**config.mk**
```make
export PLATFORM = sky130hd
export DESIGN_NAME = transform_accumulator_4x4
export DESIGN_NICKNAME = d
export VERILOG_FILES = /design/src/hdl/tacc_pkg.sv /design/src/hdl/tacc_ram.sv /design/src/hdl/transform_accumulator_4x4.sv
export SDC_FILE = /design/constraint.sdc
export NUM_CORES = 2
export LEC_CHECK = 0
export BUFFER_PORTS_ARGS = -buffer_cell sky130_fd_sc_hd__buf_2
export CAP_MARGIN = 30
export CORE_UTILIZATION = 50
export DETAILED_ROUTE_END_ITERATION = 8
export PLACE_DENSITY = 0.68
export SYNTH_ARGS = -nofsm -noshare
export SYNTH_HDL_FRONTEND = slang
export SYNTH_SLANG_ARGS = --single-unit
```
**constraint.sdc**
```tcl
create_clock -name clk -period 13.4 [get_ports clk]
set_input_delay 0 -clock clk [delete_from_list [all_inputs] [get_ports clk]]
set_output_delay 0 -clock clk [all_outputs]
set_load 0.05 [all_outputs]
```
**src/hdl/tacc_pkg.sv**
```systemverilog
// Package for the 4x4 transform accumulator: sizes, command codes, sequencer
// states and the saturating helpers shared by the top level.
// Depends on nothing.
`default_nettype none

package tacc_pkg;

    localparam int ELEM_W        = 32;
    localparam int COEF_W        = 32;
    localparam int PROD_W        = ELEM_W + COEF_W;
    localparam int SUM_W         = PROD_W + 1;
    localparam int ROT_SHIFT     = 30;
    localparam int NUM_ELEMS     = 16;
    localparam int IDX_W         = 4;
    localparam int OP_W          = 3;
    localparam int DEF_FRAC_BITS = 16;

    typedef enum logic [OP_W-1:0] {
        OP_IDENTITY  = 3'd0,
        OP_ROT_X     = 3'd1,
        OP_ROT_Y     = 3'd2,
        OP_ROT_Z     = 3'd3,
        OP_TRANSLATE = 3'd4,
        OP_READ      = 3'd5
    } opcode_t;

    typedef enum logic [3:0] {
        S_IDLE,
        S_IDENT,
        S_RD_A,
        S_RD_B,
        S_MUL_CA,
        S_MUL_SB,
        S_MUL_SA,
        S_MUL_CB,
        S_WR_Q,
        S_TR_RD,
        S_TR_WR,
        S_EL_RD,
        S_EL_DATA,
        S_DONE
    } state_t;

    typedef struct packed {
        logic                     clamped;
        logic signed [ELEM_W-1:0] value;
    } sat_t;

    localparam logic signed [ELEM_W-1:0] ELEM_MAX = {1'b0, {(ELEM_W-1){1'b1}}};
    localparam logic signed [ELEM_W-1:0] ELEM_MIN = {1'b1, {(ELEM_W-1){1'b0}}};

    // Floor shift of the exact rotation sum, then clamp to the element range.
    function automatic sat_t sat_rot(input logic signed [SUM_W-1:0] sum);
        logic [SUM_W-ROT_SHIFT-1:0] sh;
        sat_t                       res;
        sh = sum[SUM_W-1:ROT_SHIFT];
        if (!sh[SUM_W-ROT_SHIFT-1] && (|sh[SUM_W-ROT_SHIFT-2:ELEM_W-1])) begin
            res.clamped = 1'b1;
            res.value   = ELEM_MAX;
        end
        else if (sh[SUM_W-ROT_SHIFT-1] && !(&sh[SUM_W-ROT_SHIFT-2:ELEM_W-1])) begin
            res.clamped = 1'b1;
            res.value   = ELEM_MIN;
        end
        else begin
            res.clamped = 1'b0;
            res.value   = $signed(sh[ELEM_W-1:0]);
        end
        return res;
    endfunction

    // Clamp a sum of two elements that carries one extra bit.
    function automatic sat_t sat_add(input logic signed [ELEM_W:0] sum);
        sat_t res;
        if (sum[ELEM_W] != sum[ELEM_W-1]) begin
            res.clamped = 1'b1;
            res.value   = sum[ELEM_W] ? ELEM_MIN : ELEM_MAX;
        end
        else begin
            res.clamped = 1'b0;
            res.value   = $signed(sum[ELEM_W-1:0]);
        end
        return res;
    endfunction

endpackage

`default_nettype wire

```
**src/hdl/tacc_ram.sv**
```systemverilog
// Generic single-port-write, single-port-read RAM with registered read data.
// Depends on nothing.
`default_nettype none

module tacc_ram #(
    parameter int WIDTH = 32,
    parameter int DEPTH = 16
) (
    input  wire logic                     clk,
    input  wire logic                     we,
    input  wire logic [$clog2(DEPTH)-1:0] waddr,
    input  wire logic [WIDTH-1:0]         wdata,
    input  wire logic [$clog2(DEPTH)-1:0] raddr,
    output logic      [WIDTH-1:0]         rdata
);

    logic [WIDTH-1:0] mem [DEPTH];

    always_ff @(posedge clk)
    begin
        if (we)
        begin
            mem[waddr] <= wdata;
        end
        rdata <= mem[raddr];
    end

endmodule

`default_nettype wire

```
**src/hdl/transform_accumulator_4x4.sv**
```systemverilog
// Top level of the 4x4 transform accumulator: sequencer, shared multiplier
// and matrix storage. Depends on tacc_pkg and tacc_ram.
`default_nettype none

// The block holds a 4x4 homogeneous transform of signed fixed-point elements
// and applies one command per transfer: identity, rotation about X, Y or Z
// (cosine and sine given in Q2.30), translation of the last column, or a read
// of one element. Every command gives exactly one result. A rotation works
// through the columns one at a time, because one 32x32 multiplier is
// shared by all sixteen products and each column passes through two storage
// reads, four products and two writes. A translation passes each of the three
// rows through the storage port, a read and a write per row. The input is not
// ready while a command is in progress; a finished result waits in the output
// register while the next command is taken. Identity writes no storage: a
// valid bit per element marks what has been written since.
module transform_accumulator_4x4 #(
    parameter int ELEMENT_FRACTION_BITS = tacc_pkg::DEF_FRAC_BITS
) (
    input  wire logic                                clk,
    input  wire logic                                rst_n,
    input  wire logic                                in_valid,
    output logic                                     in_ready,
    input  wire logic        [tacc_pkg::OP_W-1:0]    opcode,
    input  wire logic signed [tacc_pkg::COEF_W-1:0]  cos_value,
    input  wire logic signed [tacc_pkg::COEF_W-1:0]  sin_value,
    input  wire logic signed [tacc_pkg::ELEM_W-1:0]  delta_x,
    input  wire logic signed [tacc_pkg::ELEM_W-1:0]  delta_y,
    input  wire logic signed [tacc_pkg::ELEM_W-1:0]  delta_z,
    input  wire logic        [tacc_pkg::IDX_W-1:0]   element_index,
    output logic                                     out_valid,
    input  wire logic                                out_ready,
    output logic signed      [tacc_pkg::ELEM_W-1:0]  read_value,
    output logic                                     saturated
);

    import tacc_pkg::*;

    localparam logic signed [ELEM_W-1:0] ONE_VAL = ELEM_W'(1) << ELEMENT_FRACTION_BITS;

    // Control registers.
    state_t                 state_reg, state_next;
    logic                   out_valid_reg, out_valid_next;
    logic [NUM_ELEMS-1:0]   valid_reg, valid_next;
    logic [1:0]             cnt_reg, cnt_next;

    // Payload registers.
    logic [OP_W-1:0]           op_reg, op_next;
    logic signed [COEF_W-1:0]  cos_reg, cos_next;
    logic signed [COEF_W-1:0]  sin_reg, sin_next;
    logic signed [ELEM_W-1:0]  dx_reg, dx_next;
    logic signed [ELEM_W-1:0]  dy_reg, dy_next;
    logic signed [ELEM_W-1:0]  dz_reg, dz_next;
    logic [IDX_W-1:0]          idx_reg, idx_next;
    logic [1:0]                p_reg, p_next;
    logic [1:0]                q_reg, q_next;
    logic signed [ELEM_W-1:0]  a_reg, a_next;
    logic signed [ELEM_W-1:0]  b_reg, b_next;
    logic signed [PROD_W-1:0]  prod_reg, prod_next;
    logic signed [PROD_W-1:0]  acc_reg, acc_next;
    logic signed [ELEM_W-1:0]  result_reg, result_next;
    logic                      sat_reg, sat_next;
    logic signed [ELEM_W-1:0]  read_value_reg, read_value_next;
    logic                      saturated_reg, saturated_next;
    logic                      rd_valid_reg;
    logic [IDX_W-1:0]          rd_addr_reg;

    // Storage port.
    logic                  ram_we;
    logic [IDX_W-1:0]      ram_waddr;
    logic [ELEM_W-1:0]     ram_wdata;
    logic [IDX_W-1:0]      ram_raddr;
    logic [ELEM_W-1:0]     ram_rdata;

    logic signed [ELEM_W-1:0]  rd_elem;
    logic signed [COEF_W-1:0]  mul_x;
    logic signed [ELEM_W-1:0]  mul_y;
    logic signed [SUM_W-1:0]   rot_sum;
    logic signed [ELEM_W:0]    tr_sum;
    logic signed [ELEM_W-1:0]  tr_delta;
    sat_t                      rot_res;
    sat_t                      tr_res;
    logic                      in_xfer;
    logic                      out_load;

    tacc_ram #(
        .WIDTH (ELEM_W),
        .DEPTH (NUM_ELEMS)
    ) u_matrix (
        .clk   (clk),
        .we    (ram_we),
        .waddr (ram_waddr),
        .wdata (ram_wdata),
        .raddr (ram_raddr),
        .rdata (ram_rdata)
    );

    // An element not written since the last identity reads as identity.
    assign rd_elem = rd_valid_reg ? $signed(ram_rdata)
                   : ((rd_addr_reg[3:2] == rd_addr_reg[1:0]) ? ONE_VAL : '0);

    assign in_ready = (state_reg == S_IDLE);
    assign in_xfer  = in_valid && in_ready;
    assign out_load = (state_reg == S_DONE) && (!out_valid_reg || out_ready);

    // The one shared multiplier: operands chosen by the sequencer state.
    always_comb
    begin
        case (state_reg)
            S_MUL_CA: begin mul_x = cos_reg; mul_y = a_reg; end
            S_MUL_SB: begin mul_x = sin_reg; mul_y = b_reg; end
            S_MUL_SA: begin mul_x = sin_reg; mul_y = a_reg; end
            S_MUL_CB: begin mul_x = cos_reg; mul_y = b_reg; end
            default:  begin mul_x = cos_reg; mul_y = a_reg; end
        endcase
    end

    assign prod_next = PROD_W'(mul_x) * PROD_W'(mul_y);

    // New row p is c*a - s*b; new row q is s*a + c*b.
    assign rot_sum = (state_reg == S_MUL_SA)
                   ? (SUM_W'(acc_reg) - SUM_W'(prod_reg))
                   : (SUM_W'(acc_reg) + SUM_W'(prod_reg));
    assign rot_res = sat_rot(rot_sum);

    always_comb
    begin
        case (cnt_reg)
            2'd0:    tr_delta = dx_reg;
            2'd1:    tr_delta = dy_reg;
            default: tr_delta = dz_reg;
        endcase
    end

    assign tr_sum = (ELEM_W+1)'(rd_elem) + (ELEM_W+1)'(tr_delta);
    assign tr_res = sat_add(tr_sum);

    always_comb
    begin
        state_next      = state_reg;
        out_valid_next  = out_valid_reg && !out_ready;
        valid_next      = valid_reg;
        cnt_next        = cnt_reg;
        op_next         = op_reg;
        cos_next        = cos_reg;
        sin_next        = sin_reg;
        dx_next         = dx_reg;
        dy_next         = dy_reg;
        dz_next         = dz_reg;
        idx_next        = idx_reg;
        p_next          = p_reg;
        q_next          = q_reg;
        a_next          = a_reg;
        b_next          = b_reg;
        acc_next        = acc_reg;
        result_next     = result_reg;
        sat_next        = sat_reg;
        read_value_next = read_value_reg;
        saturated_next  = saturated_reg;
        ram_we          = 1'b0;
        ram_waddr       = {p_reg, cnt_reg};
        ram_wdata       = rot_res.value;
        ram_raddr       = {p_reg, cnt_reg};

        case (state_reg)
            S_IDLE:
            begin
                if (in_xfer)
                begin
                    op_next     = opcode;
                    cos_next    = cos_value;
                    sin_next    = sin_value;
                    dx_next     = delta_x;
                    dy_next     = delta_y;
                    dz_next     = delta_z;
                    idx_next    = element_index;
                    cnt_next    = 2'd0;
                    result_next = '0;
                    sat_next    = 1'b0;
                    case (opcode)
                        OP_IDENTITY:
                        begin
                            state_next = S_IDENT;
                        end
                        OP_ROT_X:
                        begin
                            p_next     = 2'd1;
                            q_next     = 2'd2;
                            state_next = S_RD_A;
                        end
                        OP_ROT_Y:
                        begin
                            p_next     = 2'd2;
                            q_next     = 2'd0;
                            state_next = S_RD_A;
                        end
                        OP_ROT_Z:
                        begin
                            p_next     = 2'd0;
                            q_next     = 2'd1;
                            state_next = S_RD_A;
                        end
                        OP_TRANSLATE:
                        begin
                            state_next = S_TR_RD;
                        end
                        OP_READ:
                        begin
                            state_next = S_EL_RD;
                        end
                        default:
                        begin
                            state_next = S_DONE;
                        end
                    endcase
                end
            end
            S_IDENT:
            begin
                valid_next = '0;
                state_next = S_DONE;
            end
            S_RD_A:
            begin
                ram_raddr  = {p_reg, cnt_reg};
                state_next = S_RD_B;
            end
            S_RD_B:
            begin
                ram_raddr  = {q_reg, cnt_reg};
                a_next     = rd_elem;
                state_next = S_MUL_CA;
            end
            S_MUL_CA:
            begin
                b_next     = rd_elem;
                state_next = S_MUL_SB;
            end
            S_MUL_SB:
            begin
                acc_next   = prod_reg;
                state_next = S_MUL_SA;
            end
            S_MUL_SA:
            begin
                ram_we     = 1'b1;
                ram_waddr  = {p_reg, cnt_reg};
                ram_wdata  = rot_res.value;
                valid_next[{p_reg, cnt_reg}] = 1'b1;
                sat_next   = sat_reg | rot_res.clamped;
                state_next = S_MUL_CB;
            end
            S_MUL_CB:
            begin
                acc_next   = prod_reg;
                state_next = S_WR_Q;
            end
            S_WR_Q:
            begin
                ram_we     = 1'b1;
                ram_waddr  = {q_reg, cnt_reg};
                ram_wdata  = rot_res.value;
                valid_next[{q_reg, cnt_reg}] = 1'b1;
                sat_next   = sat_reg | rot_res.clamped;
                cnt_next   = cnt_reg + 2'd1;
                state_next = (cnt_reg == 2'd3) ? S_DONE : S_RD_A;
            end
            S_TR_RD:
            begin
                ram_raddr  = {cnt_reg, 2'd3};
                state_next = S_TR_WR;
            end
            S_TR_WR:
            begin
                ram_we     = 1'b1;
                ram_waddr  = {cnt_reg, 2'd3};
                ram_wdata  = tr_res.value;
                valid_next[{cnt_reg, 2'd3}] = 1'b1;
                sat_next   = sat_reg | tr_res.clamped;
                cnt_next   = cnt_reg + 2'd1;
                state_next = (cnt_reg == 2'd2) ? S_DONE : S_TR_RD;
            end
            S_EL_RD:
            begin
                ram_raddr  = idx_reg;
                state_next = S_EL_DATA;
            end
            S_EL_DATA:
            begin
                result_next = rd_elem;
                state_next  = S_DONE;
            end
            S_DONE:
            begin
                if (out_load)
                begin
                    out_valid_next  = 1'b1;
                    read_value_next = result_reg;
                    saturated_next  = sat_reg;
                    state_next      = S_IDLE;
                end
            end
            default:
            begin
                state_next = S_IDLE;
            end
        endcase
    end

    always_ff @(posedge clk or negedge rst_n)
    begin
        if (!rst_n)
        begin
            state_reg     <= S_IDLE;
            out_valid_reg <= 1'b0;
            valid_reg     <= '0;
            cnt_reg       <= '0;
        end
        else
        begin
            state_reg     <= state_next;
            out_valid_reg <= out_valid_next;
            valid_reg     <= valid_next;
            cnt_reg       <= cnt_next;
        end
    end

    always_ff @(posedge clk)
    begin
        op_reg         <= op_next;
        cos_reg        <= cos_next;
        sin_reg        <= sin_next;
        dx_reg         <= dx_next;
        dy_reg         <= dy_next;
        dz_reg         <= dz_next;
        idx_reg        <= idx_next;
        p_reg          <= p_next;
        q_reg          <= q_next;
        a_reg          <= a_next;
        b_reg          <= b_next;
        prod_reg       <= prod_next;
        acc_reg        <= acc_next;
        result_reg     <= result_next;
        sat_reg        <= sat_next;
        read_value_reg <= read_value_next;
        saturated_reg  <= saturated_next;
        rd_valid_reg   <= valid_reg[ram_raddr];
        rd_addr_reg    <= ram_raddr;
    end

    assign out_valid  = out_valid_reg;
    assign read_value = read_value_reg;
    assign saturated  = saturated_reg;

    // The storage is never written while waiting for a command.
    a_no_write_idle: assert property (@(posedge clk) disable iff (!rst_n)
        (state_reg == S_IDLE) |-> !ram_we)
        else $error("matrix written while idle");

    // An identity command leaves every element reading as identity.
    a_ident_clears: assert property (@(posedge clk) disable iff (!rst_n)
        (state_reg == S_IDENT) |=> (valid_reg == '0))
        else $error("identity left written elements");

    // Only rotations and translations can report clamping.
    a_sat_source: assert property (@(posedge clk) disable iff (!rst_n)
        out_load |=> (!saturated || $past(op_reg == OP_ROT_X || op_reg == OP_ROT_Y
                                         || op_reg == OP_ROT_Z
                                         || op_reg == OP_TRANSLATE)))
        else $error("saturation reported for a command that updates nothing");

    // Only a read command returns a non-zero value.
    a_value_source: assert property (@(posedge clk) disable iff (!rst_n)
        out_load |=> ((read_value == '0) || $past(op_reg == OP_READ)))
        else $error("non-zero value for a command other than read");

endmodule

`default_nettype wire

```
==> summary.txt <==
Placed design
  • Gpl congestion: 0.9630
  • Hpwl dp: 171100 um
  • Count of buffers from port buffering: 205

Status
  • Failing checks: DRC
  • Status: finished, violations left

Setup path
  • Buf/Inv on CP: 8
  • Reg2reg path depth: 32
  • Crit-path leading delay family: adder cells
  • CP Class: reg2reg
  • CP endpoint kind: flop
  • CP Data Required Time: 14060 ps
  • CP Launch Type: flop
  • Worst path max stage delay: 860 ps
  • Crit-path max FO: 28
  • Worst path slowest cell: mux2i_4
  • Critical Path Stages: 32
  • Worst EP arrival: 11940 ps
  • Top cell by count, worst path: fa_1

Final layout
  • Max reg flops: 512
  • Fin nets: 9371
  • Layout cells sized above 1: 8.517%
  • Synth-to-Final Area Change: 13.82%

GRT
  • Initial antenna violation count: 11
  • Vias in the first global route: 59976
  • Gr ovfl total: 0
  • First-pass GRT wire length: 367900 um
  • Grt peak-use layer: met2
  • Met1 usage: 40.12%
  • GRT Resource Usage Total: 31.26%
  • Met2 Usage GRT: 49.72%
  • Pin count of the biggest net entering global routing: 195
  • Met3 Use GR: 8.157%

Synth
  • Ys flop type: edfxtp_1
  • Yosys top cell by area: edfxtp_1
  • Ys async rst share: 2.307%
  • Syn. warnings: 0
  • Post-synth cell types: 91
  • Mapped Area: 0.07841 mm^2
  • Count of flip-flops with a built-in enable after synthesis: 873
  • Cells after Synth: 7379
  • Area share of the largest cell type after synthesis: 33.44%
  • Synth area leaders: edfxtp_1 (33%), fa_1 (28%), nand2_1 (5.9%)
  • Syn_nets: 8917
  • Synth Area per Inst: 10.63 um^2
  • Register area share after synthesis: 36.75%
  • Seq cells post-synth: 997

Routing
  • ANT nets after route: 0
  • Residual DRC count: 1
  • Drt total wl: 245600 um
  • Drt initial violations: 5350
  • Via count: 58156
  • Vias/cell: 5.829
  • 1st-pass router iterations: 9
  • Detailed-route wire length per cell: 24.61 um

Clocking
  • Number of CTS-inserted buffers: 104
  • Post-cts sizing count: 0
  • Clk pin slew, worst setup/hold paths: 60 ps
  • Root cell of the clock tree: clkbuf_16
  • Max Root-Sink Buffers: 3
  • H-tree depth: 3
  • Skew-Pair Late Insertion Delay: 790 ps
  • Clock sinks: 997
  • CTS tree: done

Timing
  • Clk_skew: 109.4 ps
  • Fmax achieved: 88.61 MHz
  • RSZ-0062 raised after global routing: false
  • Final Hold Vio Count: 0
  • TNS Setup: 0 ps
  • Final Cycle Share: 84.22%
  • Final setup vio count: 0
  • Relative slew slack: 27.82%
  • Slew Limit Fails: 0
  • Worst slew pin tran: 1053 ps
  • Final min period: 11290 ps

Floorplanning
  • # IOs: 206
  • Placement Rows: 144
  • Die W: 398.0 um
  • Die H: 398.0 um
  • Placeable Area: 0.1549 mm^2
  • Initial Util: 50.60%
  • Die area: 0.1584 mm^2

Hold path
  • Worst Hold Depth: 2
  • Min-delay worst type: in2reg

Job
  • Max Cap Viol: 0
-- cell usage after synthesis (33+ instances only) --
master    number
nand2_1     1242
fa_1        1083
inv_1       1059
edfxtp_1     873
nor2_1       720
clkbuf_1     290
ha_1         284
a21oi_1      217
nand3_1      174
and3_1       121
xnor2_1      114
dfxtp_1      101
o21ai_0      101
a311oi_1      99
a21o_1        89
xor2_1        77
mux2i_1       69
mux2_2        64
a31oi_1       49
and2_1        48
nor3_1        41
a22oi_1       34
buf_1         33
-- cell usage in the layout (no fill, tap or decap), types with 16 or more instances in the layout --
cell / instances
a211oi_1: 22
a21o_1: 89
a21oi_1: 213
a22oi_1: 34
a2bb2oi_1: 17
a311oi_1: 99
a31oi_1: 49
and2_1: 48
and3_1: 121
buf_2: 205
buf_4: 140
clkbuf_1: 24
clkbuf_16: 104
clkinv_2: 16
dfrtp_1: 23
dfxtp_1: 101
dlygate4sd3_1: 333
edfxtp_1: 873
fa_1: 1083
ha_1: 284
inv_1: 1056
mux2_2: 64
mux2i_1: 37
mux2i_2: 28
nand2_1: 1241
nand2b_1: 23
nand3_1: 174
nand4_1: 24
nor2_1: 701
nor2_4: 16
nor2b_1: 19
nor3_1: 40
o21a_1: 23
o21ai_0: 101
o21bai_1: 24
o31ai_1: 20
or3_1: 16
xnor2_1: 114
xor2_1: 77
-- area by class of cell --
| cell class | count | area, um^2 |
|---|---|---|
| fill | 12934 | 65710 |
| timing repair buffer | 683 | 5524 |
| antenna | 8 | 20.02 |
| tap | 2044 | 2557 |
| sequential | 997 | 28810 |
| clock buffer | 141 | 2872 |
| multi-input combinational | 4985 | 44700 |
| inverter | 1062 | 4001 |
| clock inverter | 57 | 754.5 |
-- metrics by stage --
step | util, % | setup slack, ps | cells | instance area (um^2) | hold slack, ps
2_1_floorplan | - | 3747 | 7379 | 78410 | -295.6
3_3_place_gp | 53.00 | 2375 | 9428 | 82120 | 9.858
3_5_place_dp | 53.03 | 2345 | 9434 | 82170 | 16.90
4_1_cts | 57.52 | 2290 | 9965 | 89130 | 2.529
5_1_grt | 57.58 | 1579 | 9971 | 89230 | 24.47
6_report | 57.59 | 2114 | 9977 | 89240 | 37.02
-- metal layers --
layer	share of wire, %	vias to the layer above	routed length [um]
met5	0.0053	-	13
met4	5.1	2	12570
met3	10	634	25290
met2	47	2996	114800
met1	38	29574	92910
li1	-	24950	-
-- final timing paths --
| kind | startpoint | to | slack [ps] |
|---|---|---|---|
| min reg2reg | result_reg[28]$_SDFFCE_PN0P_ | read_value[28]$_DFFE_PP_ | 420 |
| max | state_reg[1]$_DFFE_PN0P_ | prod_reg[57]$_DFF_P_ | 2110 |
| min | cos_value[24] | cos_reg[24]$_DFFE_PP_ | 40 |
| max reg2reg | state_reg[1]$_DFFE_PN0P_ | prod_reg[57]$_DFF_P_ | 2110 |
| max in group asynchronous | rst_n | state_reg[1]$_DFFE_PN0P_ | 12710 |
| min in group asynchronous | rst_n | valid_reg[3]$_DFFE_PN0P_ | 260 |
-- timing repair --
item	in CTS	in global routing
setup buffers	0	0
endpoints found under the hold margin	200	0
hold buffers	333	0
-- cells by family after synthesis --
| group | share of synthesized area [%] |
|---|---|
| buffers and inverters | 6.710 |
| AND/OR/NAND/NOR | 13.27 |
| multiplexers | 1.814 |
| flip-flops | 36.75 |
| AO/OA/AOI/OAI | 7.117 |
| adder cells (fa/ha/maj) | 32.18 |
| XOR/XNOR | 2.154 |
Power is left out: the tool's default activity adds up to more than one toggle a clock period on the data nets, which glitch-free logic cannot reach.
